`config.mk`:
```
export PLATFORM = sky130hd
export DESIGN_NAME = time_window_expiry
export DESIGN_NICKNAME = d
export VERILOG_FILES = /design/src/rtl/twe_pkg.sv /design/src/rtl/twe_front.sv /design/src/rtl/twe_back.sv /design/src/rtl/time_window_expiry.sv
export SDC_FILE = /design/constraint.sdc
export NUM_CORES = 2
export LEC_CHECK = 0
export ABC_AREA = 1
export BUFFER_PORTS_ARGS = -buffer_cell sky130_fd_sc_hd__buf_2
export CAP_MARGIN = 20
export CORE_ASPECT_RATIO = 0.75
export CORE_MARGIN = 1
export CORE_UTILIZATION = 50
export CTS_CLUSTER_SIZE = 40
export DETAILED_ROUTE_END_ITERATION = 7
export PLACE_DENSITY_LB_ADDON = 0.08
export SETUP_SLACK_MARGIN = 0.02
export SLEW_MARGIN = 10
export SYNTH_ARGS = -nofsm -noshare
export SYNTH_HDL_FRONTEND = slang
export SYNTH_SLANG_ARGS = --single-unit
```
`constraint.sdc`:
```
create_clock -name clock -period 8 [get_ports clock]
set_clock_uncertainty 0.15 [all_clocks]
set_input_delay 0.4 -clock clock [delete_from_list [all_inputs] [get_ports clock]]
set_output_delay 0.4 -clock clock [all_outputs]
set_load 0.01 [all_outputs]
```
`src/rtl/twe_pkg.sv`:
```
// twe_pkg: shared widths, defaults and types for the timestamp window expiry block.
// Used by twe_front, twe_back and time_window_expiry. No dependencies.

package twe_pkg;

   // Field widths fixed by the interface
   localparam int TS_W   = 32;
   localparam int IDX_W  = 32;
   localparam int PEAK_W = 6;

   // Default ring size (entries); one entry always stays free
   localparam int DEFAULT_WINDOW_DEPTH = 64;

   // Input queue between the front and the back
   localparam int QUEUE_DEPTH = 2;
   localparam int QPTR_W      = $clog2(QUEUE_DEPTH);
   localparam int QCNT_W      = $clog2(QUEUE_DEPTH + 1);

   // Head of the input queue as seen by the back part
   typedef struct packed {
      logic            valid;
      logic [TS_W-1:0] timestamp;
   } queue_word_type;

endpackage : twe_pkg

```
`src/rtl/twe_front.sv`:
```
// twe_front: input side; accepts request words into a short queue.
// Depends on twe_pkg. Feeds twe_back through a queue_word_type head and a pop strobe.

module twe_front (
   input  logic                     clock,
   input  logic                     reset,
   input  logic                     req_valid,
   output logic                     req_ready,
   input  logic [twe_pkg::TS_W-1:0] req_timestamp,
   output twe_pkg::queue_word_type  queue_head,
   input  logic                     queue_pop
);
   import twe_pkg::*;

   logic [TS_W-1:0]   queue_ff [QUEUE_DEPTH];
   logic [QPTR_W-1:0] wr_ptr_ff, wr_ptr_in;
   logic [QPTR_W-1:0] rd_ptr_ff, rd_ptr_in;
   logic [QCNT_W-1:0] count_ff, count_in;
   logic              push;
   logic              pop;

   // Space check and handshake
   assign req_ready = (count_ff != QCNT_W'(QUEUE_DEPTH));
   assign push      = req_valid && req_ready;
   assign pop       = queue_pop && (count_ff != '0);

   assign queue_head.valid     = (count_ff != '0);
   assign queue_head.timestamp = queue_ff[rd_ptr_ff];

   // Pointer and occupancy update
   always_comb begin
      wr_ptr_in = wr_ptr_ff;
      rd_ptr_in = rd_ptr_ff;
      count_in  = count_ff;
      if (push) begin
         wr_ptr_in = (wr_ptr_ff == QPTR_W'(QUEUE_DEPTH - 1)) ? '0 : wr_ptr_ff + 1'b1;
      end
      if (pop) begin
         rd_ptr_in = (rd_ptr_ff == QPTR_W'(QUEUE_DEPTH - 1)) ? '0 : rd_ptr_ff + 1'b1;
      end
      if (push && !pop) begin
         count_in = count_ff + 1'b1;
      end else if (pop && !push) begin
         count_in = count_ff - 1'b1;
      end
   end

   always_ff @(posedge clock) begin
      if (reset) begin
         wr_ptr_ff <= '0;
         rd_ptr_ff <= '0;
         count_ff  <= '0;
      end else begin
         wr_ptr_ff <= wr_ptr_in;
         rd_ptr_ff <= rd_ptr_in;
         count_ff  <= count_in;
      end
   end

   // Queue storage, payload only
   always_ff @(posedge clock) begin
      if (push) begin
         queue_ff[wr_ptr_ff] <= req_timestamp;
      end
   end

endmodule : twe_front

```
`src/rtl/twe_back.sv`:
```
// twe_back: expiry engine; timestamp ring, window bookkeeping and result register.
// Depends on twe_pkg. Takes words from twe_front's queue, drives the rsp_ channel.

module twe_back #(
   parameter int WINDOW_DEPTH = twe_pkg::DEFAULT_WINDOW_DEPTH
) (
   input  logic                       clock,
   input  logic                       reset,
   input  logic                       csr_wr_en,
   input  logic [twe_pkg::TS_W-1:0]   csr_wr_data,
   input  twe_pkg::queue_word_type    queue_head,
   output logic                       queue_pop,
   output logic                       rsp_valid,
   input  logic                       rsp_ready,
   output logic [twe_pkg::IDX_W-1:0]  rsp_item_index,
   output logic                       rsp_is_expiry,
   output logic                       rsp_forced_out,
   output logic [twe_pkg::PEAK_W-1:0] rsp_window_peak,
   output logic                       rsp_last_of_run
);
   import twe_pkg::*;

   localparam int SLOT_W = $clog2(WINDOW_DEPTH);

   typedef enum logic [1:0] {
      ST_LOAD,
      ST_CMP,
      ST_STORE
   } state_type;

   state_type           state_ff, state_in;
   logic [TS_W-1:0]     ts_ff, ts_in;
   logic [TS_W-1:0]     duration_ff, duration_in;
   logic [SLOT_W-1:0]   held_ff, held_in;
   logic [SLOT_W-1:0]   oldest_slot_ff, oldest_slot_in;
   logic [IDX_W-1:0]    oldest_index_ff, oldest_index_in;
   logic [IDX_W-1:0]    next_index_ff, next_index_in;
   logic [PEAK_W-1:0]   peak_ff, peak_in;

   logic                rsp_valid_ff, rsp_valid_in;
   logic [IDX_W-1:0]    rsp_index_ff, rsp_index_in;
   logic                rsp_expiry_ff, rsp_expiry_in;
   logic                rsp_forced_ff, rsp_forced_in;
   logic [PEAK_W-1:0]   rsp_peak_ff, rsp_peak_in;
   logic                rsp_last_ff, rsp_last_in;

   logic [TS_W-1:0]     ring [WINDOW_DEPTH];
   logic [TS_W-1:0]     rd_data_ff;
   logic                wr_en;
   logic [SLOT_W-1:0]   wr_slot;
   logic [SLOT_W:0]     slot_sum;
   logic [SLOT_W-1:0]   slot_inc;

   logic                out_free;
   logic [TS_W:0]       limit;
   logic                expire_hit;
   logic                ring_full;

   // Ring addressing: next oldest slot and the slot behind the newest item
   assign slot_inc = (oldest_slot_ff == SLOT_W'(WINDOW_DEPTH - 1)) ?
                     '0 : oldest_slot_ff + 1'b1;
   assign slot_sum = {1'b0, oldest_slot_ff} + {1'b0, held_ff};
   assign wr_slot  = (slot_sum >= (SLOT_W + 1)'(WINDOW_DEPTH)) ?
                     SLOT_W'(slot_sum - (SLOT_W + 1)'(WINDOW_DEPTH)) :
                     slot_sum[SLOT_W-1:0];

   // Expiry test at 33 bits so the sum never wraps
   assign limit      = {1'b0, rd_data_ff} + {1'b0, duration_ff};
   assign expire_hit = (held_ff != '0) && (limit < {1'b0, ts_ff});
   assign ring_full  = (held_ff == SLOT_W'(WINDOW_DEPTH - 1));

   // Result register may load when empty or being drained
   assign out_free = !rsp_valid_ff || rsp_ready;

   // Sequencer: load, expire oldest entries one per cycle unless stalled, store
   always_comb begin
      state_in        = state_ff;
      ts_in           = ts_ff;
      duration_in     = csr_wr_en ? csr_wr_data : duration_ff;
      held_in         = held_ff;
      oldest_slot_in  = oldest_slot_ff;
      oldest_index_in = oldest_index_ff;
      next_index_in   = next_index_ff;
      peak_in         = peak_ff;
      rsp_valid_in    = rsp_valid_ff && !rsp_ready;
      rsp_index_in    = rsp_index_ff;
      rsp_expiry_in   = rsp_expiry_ff;
      rsp_forced_in   = rsp_forced_ff;
      rsp_peak_in     = rsp_peak_ff;
      rsp_last_in     = rsp_last_ff;
      queue_pop       = 1'b0;
      wr_en           = 1'b0;

      unique case (state_ff)
         ST_LOAD: begin
            if (queue_head.valid) begin
               queue_pop = 1'b1;
               ts_in     = queue_head.timestamp;
               if (PEAK_W'(held_ff) > peak_ff) begin
                  peak_in = PEAK_W'(held_ff);
               end
               state_in = ST_CMP;
            end
         end
         ST_CMP: begin
            if (out_free) begin
               if (expire_hit || ring_full) begin
                  // timed-out or forced-out oldest entry
                  rsp_valid_in    = 1'b1;
                  rsp_index_in    = oldest_index_ff;
                  rsp_expiry_in   = 1'b1;
                  rsp_forced_in   = !expire_hit;
                  rsp_peak_in     = peak_ff;
                  rsp_last_in     = 1'b0;
                  oldest_slot_in  = slot_inc;
                  oldest_index_in = oldest_index_ff + 1'b1;
                  held_in         = held_ff - 1'b1;
                  if (!expire_hit) begin
                     state_in = ST_STORE;
                  end
               end else begin
                  // nothing more to expire: store and report the new item
                  wr_en         = 1'b1;
                  rsp_valid_in  = 1'b1;
                  rsp_index_in  = next_index_ff;
                  rsp_expiry_in = 1'b0;
                  rsp_forced_in = 1'b0;
                  rsp_peak_in   = peak_ff;
                  rsp_last_in   = 1'b1;
                  next_index_in = next_index_ff + 1'b1;
                  held_in       = held_ff + 1'b1;
                  state_in      = ST_LOAD;
               end
            end
         end
         ST_STORE: begin
            if (out_free) begin
               wr_en         = 1'b1;
               rsp_valid_in  = 1'b1;
               rsp_index_in  = next_index_ff;
               rsp_expiry_in = 1'b0;
               rsp_forced_in = 1'b0;
               rsp_peak_in   = peak_ff;
               rsp_last_in   = 1'b1;
               next_index_in = next_index_ff + 1'b1;
               held_in       = held_ff + 1'b1;
               state_in      = ST_LOAD;
            end
         end
         default: begin
            state_in = ST_LOAD;
         end
      endcase
   end

   // State and registered outputs
   always_ff @(posedge clock) begin
      if (reset) begin
         state_ff        <= ST_LOAD;
         duration_ff     <= '0;
         held_ff         <= '0;
         oldest_slot_ff  <= '0;
         oldest_index_ff <= '0;
         next_index_ff   <= '0;
         peak_ff         <= '0;
         rsp_valid_ff    <= 1'b0;
      end else begin
         state_ff        <= state_in;
         duration_ff     <= duration_in;
         held_ff         <= held_in;
         oldest_slot_ff  <= oldest_slot_in;
         oldest_index_ff <= oldest_index_in;
         next_index_ff   <= next_index_in;
         peak_ff         <= peak_in;
         rsp_valid_ff    <= rsp_valid_in;
      end
      ts_ff         <= ts_in;
      rsp_index_ff  <= rsp_index_in;
      rsp_expiry_ff <= rsp_expiry_in;
      rsp_forced_ff <= rsp_forced_in;
      rsp_peak_ff   <= rsp_peak_in;
      rsp_last_ff   <= rsp_last_in;
   end

   // Timestamp ring: one write port, registered read of the oldest slot
   always_ff @(posedge clock) begin
      if (wr_en) begin
         ring[wr_slot] <= ts_ff;
      end
      rd_data_ff <= ring[oldest_slot_in];
   end

   assign rsp_valid       = rsp_valid_ff;
   assign rsp_item_index  = rsp_index_ff;
   assign rsp_is_expiry   = rsp_expiry_ff;
   assign rsp_forced_out  = rsp_forced_ff;
   assign rsp_window_peak = rsp_peak_ff;
   assign rsp_last_of_run = rsp_last_ff;

endmodule : twe_back

```
`src/rtl/time_window_expiry.sv`:
```
// time_window_expiry: sliding-window expiry of timestamped words.
// Per request word: load it, expire oldest entries one per cycle while results drain,
// force out the oldest entry if the ring is full, then store the word and report it.
// The queue keeps taking words while the engine works; each result is registered.
// Reset (synchronous, active high) empties the queue, zeroes indices, peak and duration.
// Depends on twe_pkg, twe_front and twe_back.

module time_window_expiry #(
   parameter int WINDOW_DEPTH = twe_pkg::DEFAULT_WINDOW_DEPTH
) (
   input  logic                       clock,
   input  logic                       reset,
   input  logic                       csr_wr_en,
   input  logic [twe_pkg::TS_W-1:0]   csr_wr_data,
   input  logic                       req_valid,
   output logic                       req_ready,
   input  logic [twe_pkg::TS_W-1:0]   req_timestamp,
   output logic                       rsp_valid,
   input  logic                       rsp_ready,
   output logic [twe_pkg::IDX_W-1:0]  rsp_item_index,
   output logic                       rsp_is_expiry,
   output logic                       rsp_forced_out,
   output logic [twe_pkg::PEAK_W-1:0] rsp_window_peak,
   output logic                       rsp_last_of_run
);
   import twe_pkg::*;

   queue_word_type queue_head;
   logic           queue_pop;

   // Front: request queue
   twe_front u_front (
      .clock         (clock),
      .reset         (reset),
      .req_valid     (req_valid),
      .req_ready     (req_ready),
      .req_timestamp (req_timestamp),
      .queue_head    (queue_head),
      .queue_pop     (queue_pop)
   );

   // Back: expiry engine
   twe_back #(
      .WINDOW_DEPTH (WINDOW_DEPTH)
   ) u_back (
      .clock           (clock),
      .reset           (reset),
      .csr_wr_en       (csr_wr_en),
      .csr_wr_data     (csr_wr_data),
      .queue_head      (queue_head),
      .queue_pop       (queue_pop),
      .rsp_valid       (rsp_valid),
      .rsp_ready       (rsp_ready),
      .rsp_item_index  (rsp_item_index),
      .rsp_is_expiry   (rsp_is_expiry),
      .rsp_forced_out  (rsp_forced_out),
      .rsp_window_peak (rsp_window_peak),
      .rsp_last_of_run (rsp_last_of_run)
   );

endmodule : time_window_expiry
```
==> flow_metrics.env <==
export IMPL_place_detailed_hpwl_mm=188
export IMPL_wl_per_cell_um=24.4
export IMPL_cts_sinks=2338
export IMPL_grtUsageTotal=0.309
export IMPL_cp_slowest_cell="dfxtp_1"
export IMPL_die_height_um=396
export IMPL_ys_types=48
export IMPL_synth_edff_count=2185
export IMPL_dr_total_vias=73600
export IMPL_grt_overflow=0
export IMPL_peakVddDrop_mv=0.417
export IMPL_nFillCells=17600
export IMPL_final_common_cell="nand2_1"
export IMPL_yosysWarningCount=0
export IMPL_vias_per_cell=5.50
export IMPL_dr_pass1_iters=6
export IMPL_final_seq_area_mm2=0.0687
export IMPL_crit_path_max_incr_delay_ps=520
export IMPL_die_area_mm2=0.209
export IMPL_clk_latency_ps=900
export IMPL_grt_pass1_vias=68300
export IMPL_place_area_mm2=0.109
export IMPL_crit_type="reg -> reg"
export IMPL_antenna_found_initial=23
export IMPL_final_cell_mix="nand2_1 (2329), edfxtp_1 (2185), nand3_1 (2160), inv_1 (2109), clkbuf_16 (238)"
export IMPL_post_route_period_util=0.950
export IMPL_cp_max_fo=91
export IMPL_htree_levels=4
export IMPL_io_buffers=111
export IMPL_required_ps=8610
export IMPL_powerDensity_mw_per_mm2=389
export IMPL_slew_headroom=0.312
export IMPL_area_growth_pct=13.7
export IMPL_hp_class="in -> reg"
export IMPL_p_comb_frac=0.416
export IMPL_synth_seq_cells=2338
export IMPL_power_switching_mw=19.1
export IMPL_syn_nets=10400
export IMPL_outcome="finished, final reports clean"
export IMPL_drv_cap=0
export IMPL_final_area_mm2=0.118
export IMPL_end_kind="flip-flop"
export IMPL_syn_instance_count=10200
export IMPL_ys_async_sr_fraction=0
export IMPL_nNetsFinal=10600
export IMPL_avgSynthCellArea_um2=10.1
export IMPL_p_int_mw=26.7
export IMPL_pwr_share_clk=0.240
export IMPL_gp_congestion=0.908
export IMPL_clock_fmax_ghz=0.132
export IMPL_rows=144
export IMPL_seqPwrFrac=0.345
export IMPL_hold_violations=0
export IMPL_cts_tree="built"
export IMPL_p_leak_nw=49.4
export IMPL_critical_path_buf_inv_count=7
export IMPL_numCtsBuffers=233
export IMPL_arrival_ps=8200
export IMPL_ios=112
export IMPL_path_delay_family="simple AND/OR/NAND/NOR gates"
export IMPL_multi_input_area_mm2=0.0250
export IMPL_yosysSeqAreaShare=0.664
export IMPL_initial_core_util=0.503
export IMPL_setup_viol=0
export IMPL_cpMostUsedCell="nand2_1"
export IMPL_synth_top_area_frac=0.634
export IMPL_synth_top_area_cell="edfxtp_1"
export IMPL_synth_flop_cell="edfxtp_1"
export IMPL_crit_path_start_kind="flip-flop"
export IMPL_period_minus_slack_ps=7600
export IMPL_pre_cts_ws_ps=80.9
export IMPL_slew_viol_final=0
export IMPL_postRouteAntennaNets=0
export IMPL_wl_mm=326
export IMPL_clockBufferDepth=4
export IMPL_worstMarginPinSlew_ps=1030
export IMPL_grt_max_degree=127
export IMPL_grt_pass1_wl_mm=470
export IMPL_syn_cell_area_mm2=0.103
export IMPL_die_w_um=527
export IMPL_rsz0062_at_grt="false"
export IMPL_coreArea_mm2=0.205
export IMPL_setup_ws_ps=402
export IMPL_first_iter_violations=9822
export IMPL_root_buffer="clkbuf_16"
export IMPL_synth_area_leaders="edfxtp_1 (63%), nand3_1 (11%), nand2_1 (8.5%), inv_1 (7.7%), dfxtp_1 (3.0%)"
export IMPL_switching_share=0.418
export IMPL_clk_pin_slew_worst_paths_ps=60
export IMPL_drc=0
export IMPL_fin_setup_tns_ps=0
export IMPL_drive_above_1_share=0.0811
cells in the mapped netlist (5+ instances only):
| library cell | count |
|---|---|
| o211ai_1 | 5 |
| a211oi_1 | 7 |
| xnor2_1 | 17 |
| nor2_1 | 239 |
| nand4_1 | 25 |
| xor2_1 | 40 |
| a21oi_1 | 110 |
| nor4_1 | 13 |
| nor3_1 | 42 |
| buf_1 | 5 |
| a31oi_1 | 10 |
| nor3b_1 | 5 |
| ha_1 | 84 |
| nand2_2 | 7 |
| buf_4 | 17 |
| nand2_1 | 2333 |
| a21boi_0 | 5 |
| o21ai_0 | 123 |
| dfxtp_1 | 153 |
| nand3_1 | 2174 |
| edfxtp_1 | 2185 |
| o21a_1 | 5 |
| buf_2 | 375 |
| clkbuf_1 | 104 |
| inv_1 | 2111 |
worst register-to-register path, delay by kind of cell, from the launching register on:
| kind | cells | cell delay (ps) |
|---|---|---|
| adders and majority gates | 3 | 910 |
| xor gates and xnor gates | 1 | 190 |
| AOI/OAI and AO/OA | 8 | 1480 |
| DFF | 1 | 520 |
| and+or+nand+nor | 19 | 2710 |
| buffers and inverters | 7 | 1530 |
power groups by stage:
stage	sequential [mW]	combinational (mW)	clock, mW
floorplan	16.4	10.5	0
global route	15.8	20.5	11.5
finish	15.8	19.0	11.0
global placement	16.0	18.4	0
CTS	15.8	18.6	11.1
detailed placement	16.0	18.5	0
registers in the layout, indices dropped and copies added (netlist names):
name	flops
u_back.oldest_index_ff	32
u_back.rsp_item_index	32
u_back.rsp_is_expiry	1
u_back.rsp_forced_out	1
u_back.rsp_last_of_run	1
u_front.rd_ptr_ff	1
u_front.queue_ff	64
u_back.peak_ff	6
u_back.oldest_slot_ff	6
u_back.next_index_ff	32
u_back.state_ff	2
u_back.duration_ff	32
u_back.rd_data_ff	32
u_back.ts_ff	32
u_back.held_ff	6
u_back.rsp_window_peak	6
u_back.ring	2048
u_front.wr_ptr_ff	1
u_back.rsp_valid	1
u_front.count_ff	2
metal layers:
layer / global-route usage / vias to the layer above / wire length (µm) / part of all wire
met1: 0.468 / 35800 / 144000 / 0.44
met3: 0.0628 / 493 / 34800 / 0.11
met4: 0.0977 / 8 / 11100 / 0.034
met2: 0.444 / 3443 / 136000 / 0.42
li1: - / 33900 / - / -
met5: 0 / - / 62 / 0.00019
final cells by class:
cell class                 instances  area share
sequential                      2338       0.584
multi-input combinational       5283       0.213
inverter                        2116      0.0677
clock buffer                     300      0.0536
timing repair buffer             518      0.0432
tap                             2701      0.0287
clock inverter                   116     0.00991
antenna                            5    0.000106
final timing paths:
check	start	endpoint	slack, ps	depth (start not counted)
worst max-delay path	u_back.rd_data_ff[0]	u_back.rd_data_ff[19]	400	38
worst min-delay path	req_timestamp[19]	u_front.queue_ff[1][19]	80	2
worst max register to register	u_back.rd_data_ff[0]	u_back.rd_data_ff[19]	400	38
worst min register to register	u_back.peak_ff[1]	u_back.rsp_window_peak[1]	290	0
stage by stage:
| step | total power [mW] | util | hold WS [ps] | std cells |
|---|---|---|---|---|
| 3_3_place_gp | 34.4 | 0.530 | 267 | 12900 |
| 3_5_place_dp | 34.6 | 0.530 | 276 | 12900 |
| 4_1_cts | 45.5 | 0.572 | 28.5 | 13400 |
| 2_1_floorplan | 26.9 | - | 258 | 10200 |
| 5_1_grt | 47.8 | 0.573 | 53.0 | 13400 |
| 6_report | 45.8 | 0.573 | 79.0 | 13400 |
cells by family (layout without fill, tap and decap cells):
| family | Yosys count | after routing | share of synthesized area |
|---|---|---|---|
| AO/OA/AOI/OAI | 284 | 284 | 0.0150 |
| XOR/XNOR | 57 | 57 | 0.00483 |
| adder cells (fa/ha/maj) | 86 | 86 | 0.0106 |
| buffers and inverters | 2621 | 3050 | 0.101 |
| flip-flops | 2338 | 2338 | 0.664 |
| other | 0 | 5 | 0 |
| AND/OR/NAND/NOR | 4854 | 4856 | 0.205 |
timing repair:
action,CTS,global route
hold buffers,98,0
setup buffers,0,4
endpoints found under the setup margin,0,23
endpoints found under the hold margin,112,0
gates resized for setup,0,20
Note: power is estimated with default switching activity, not from simulation.
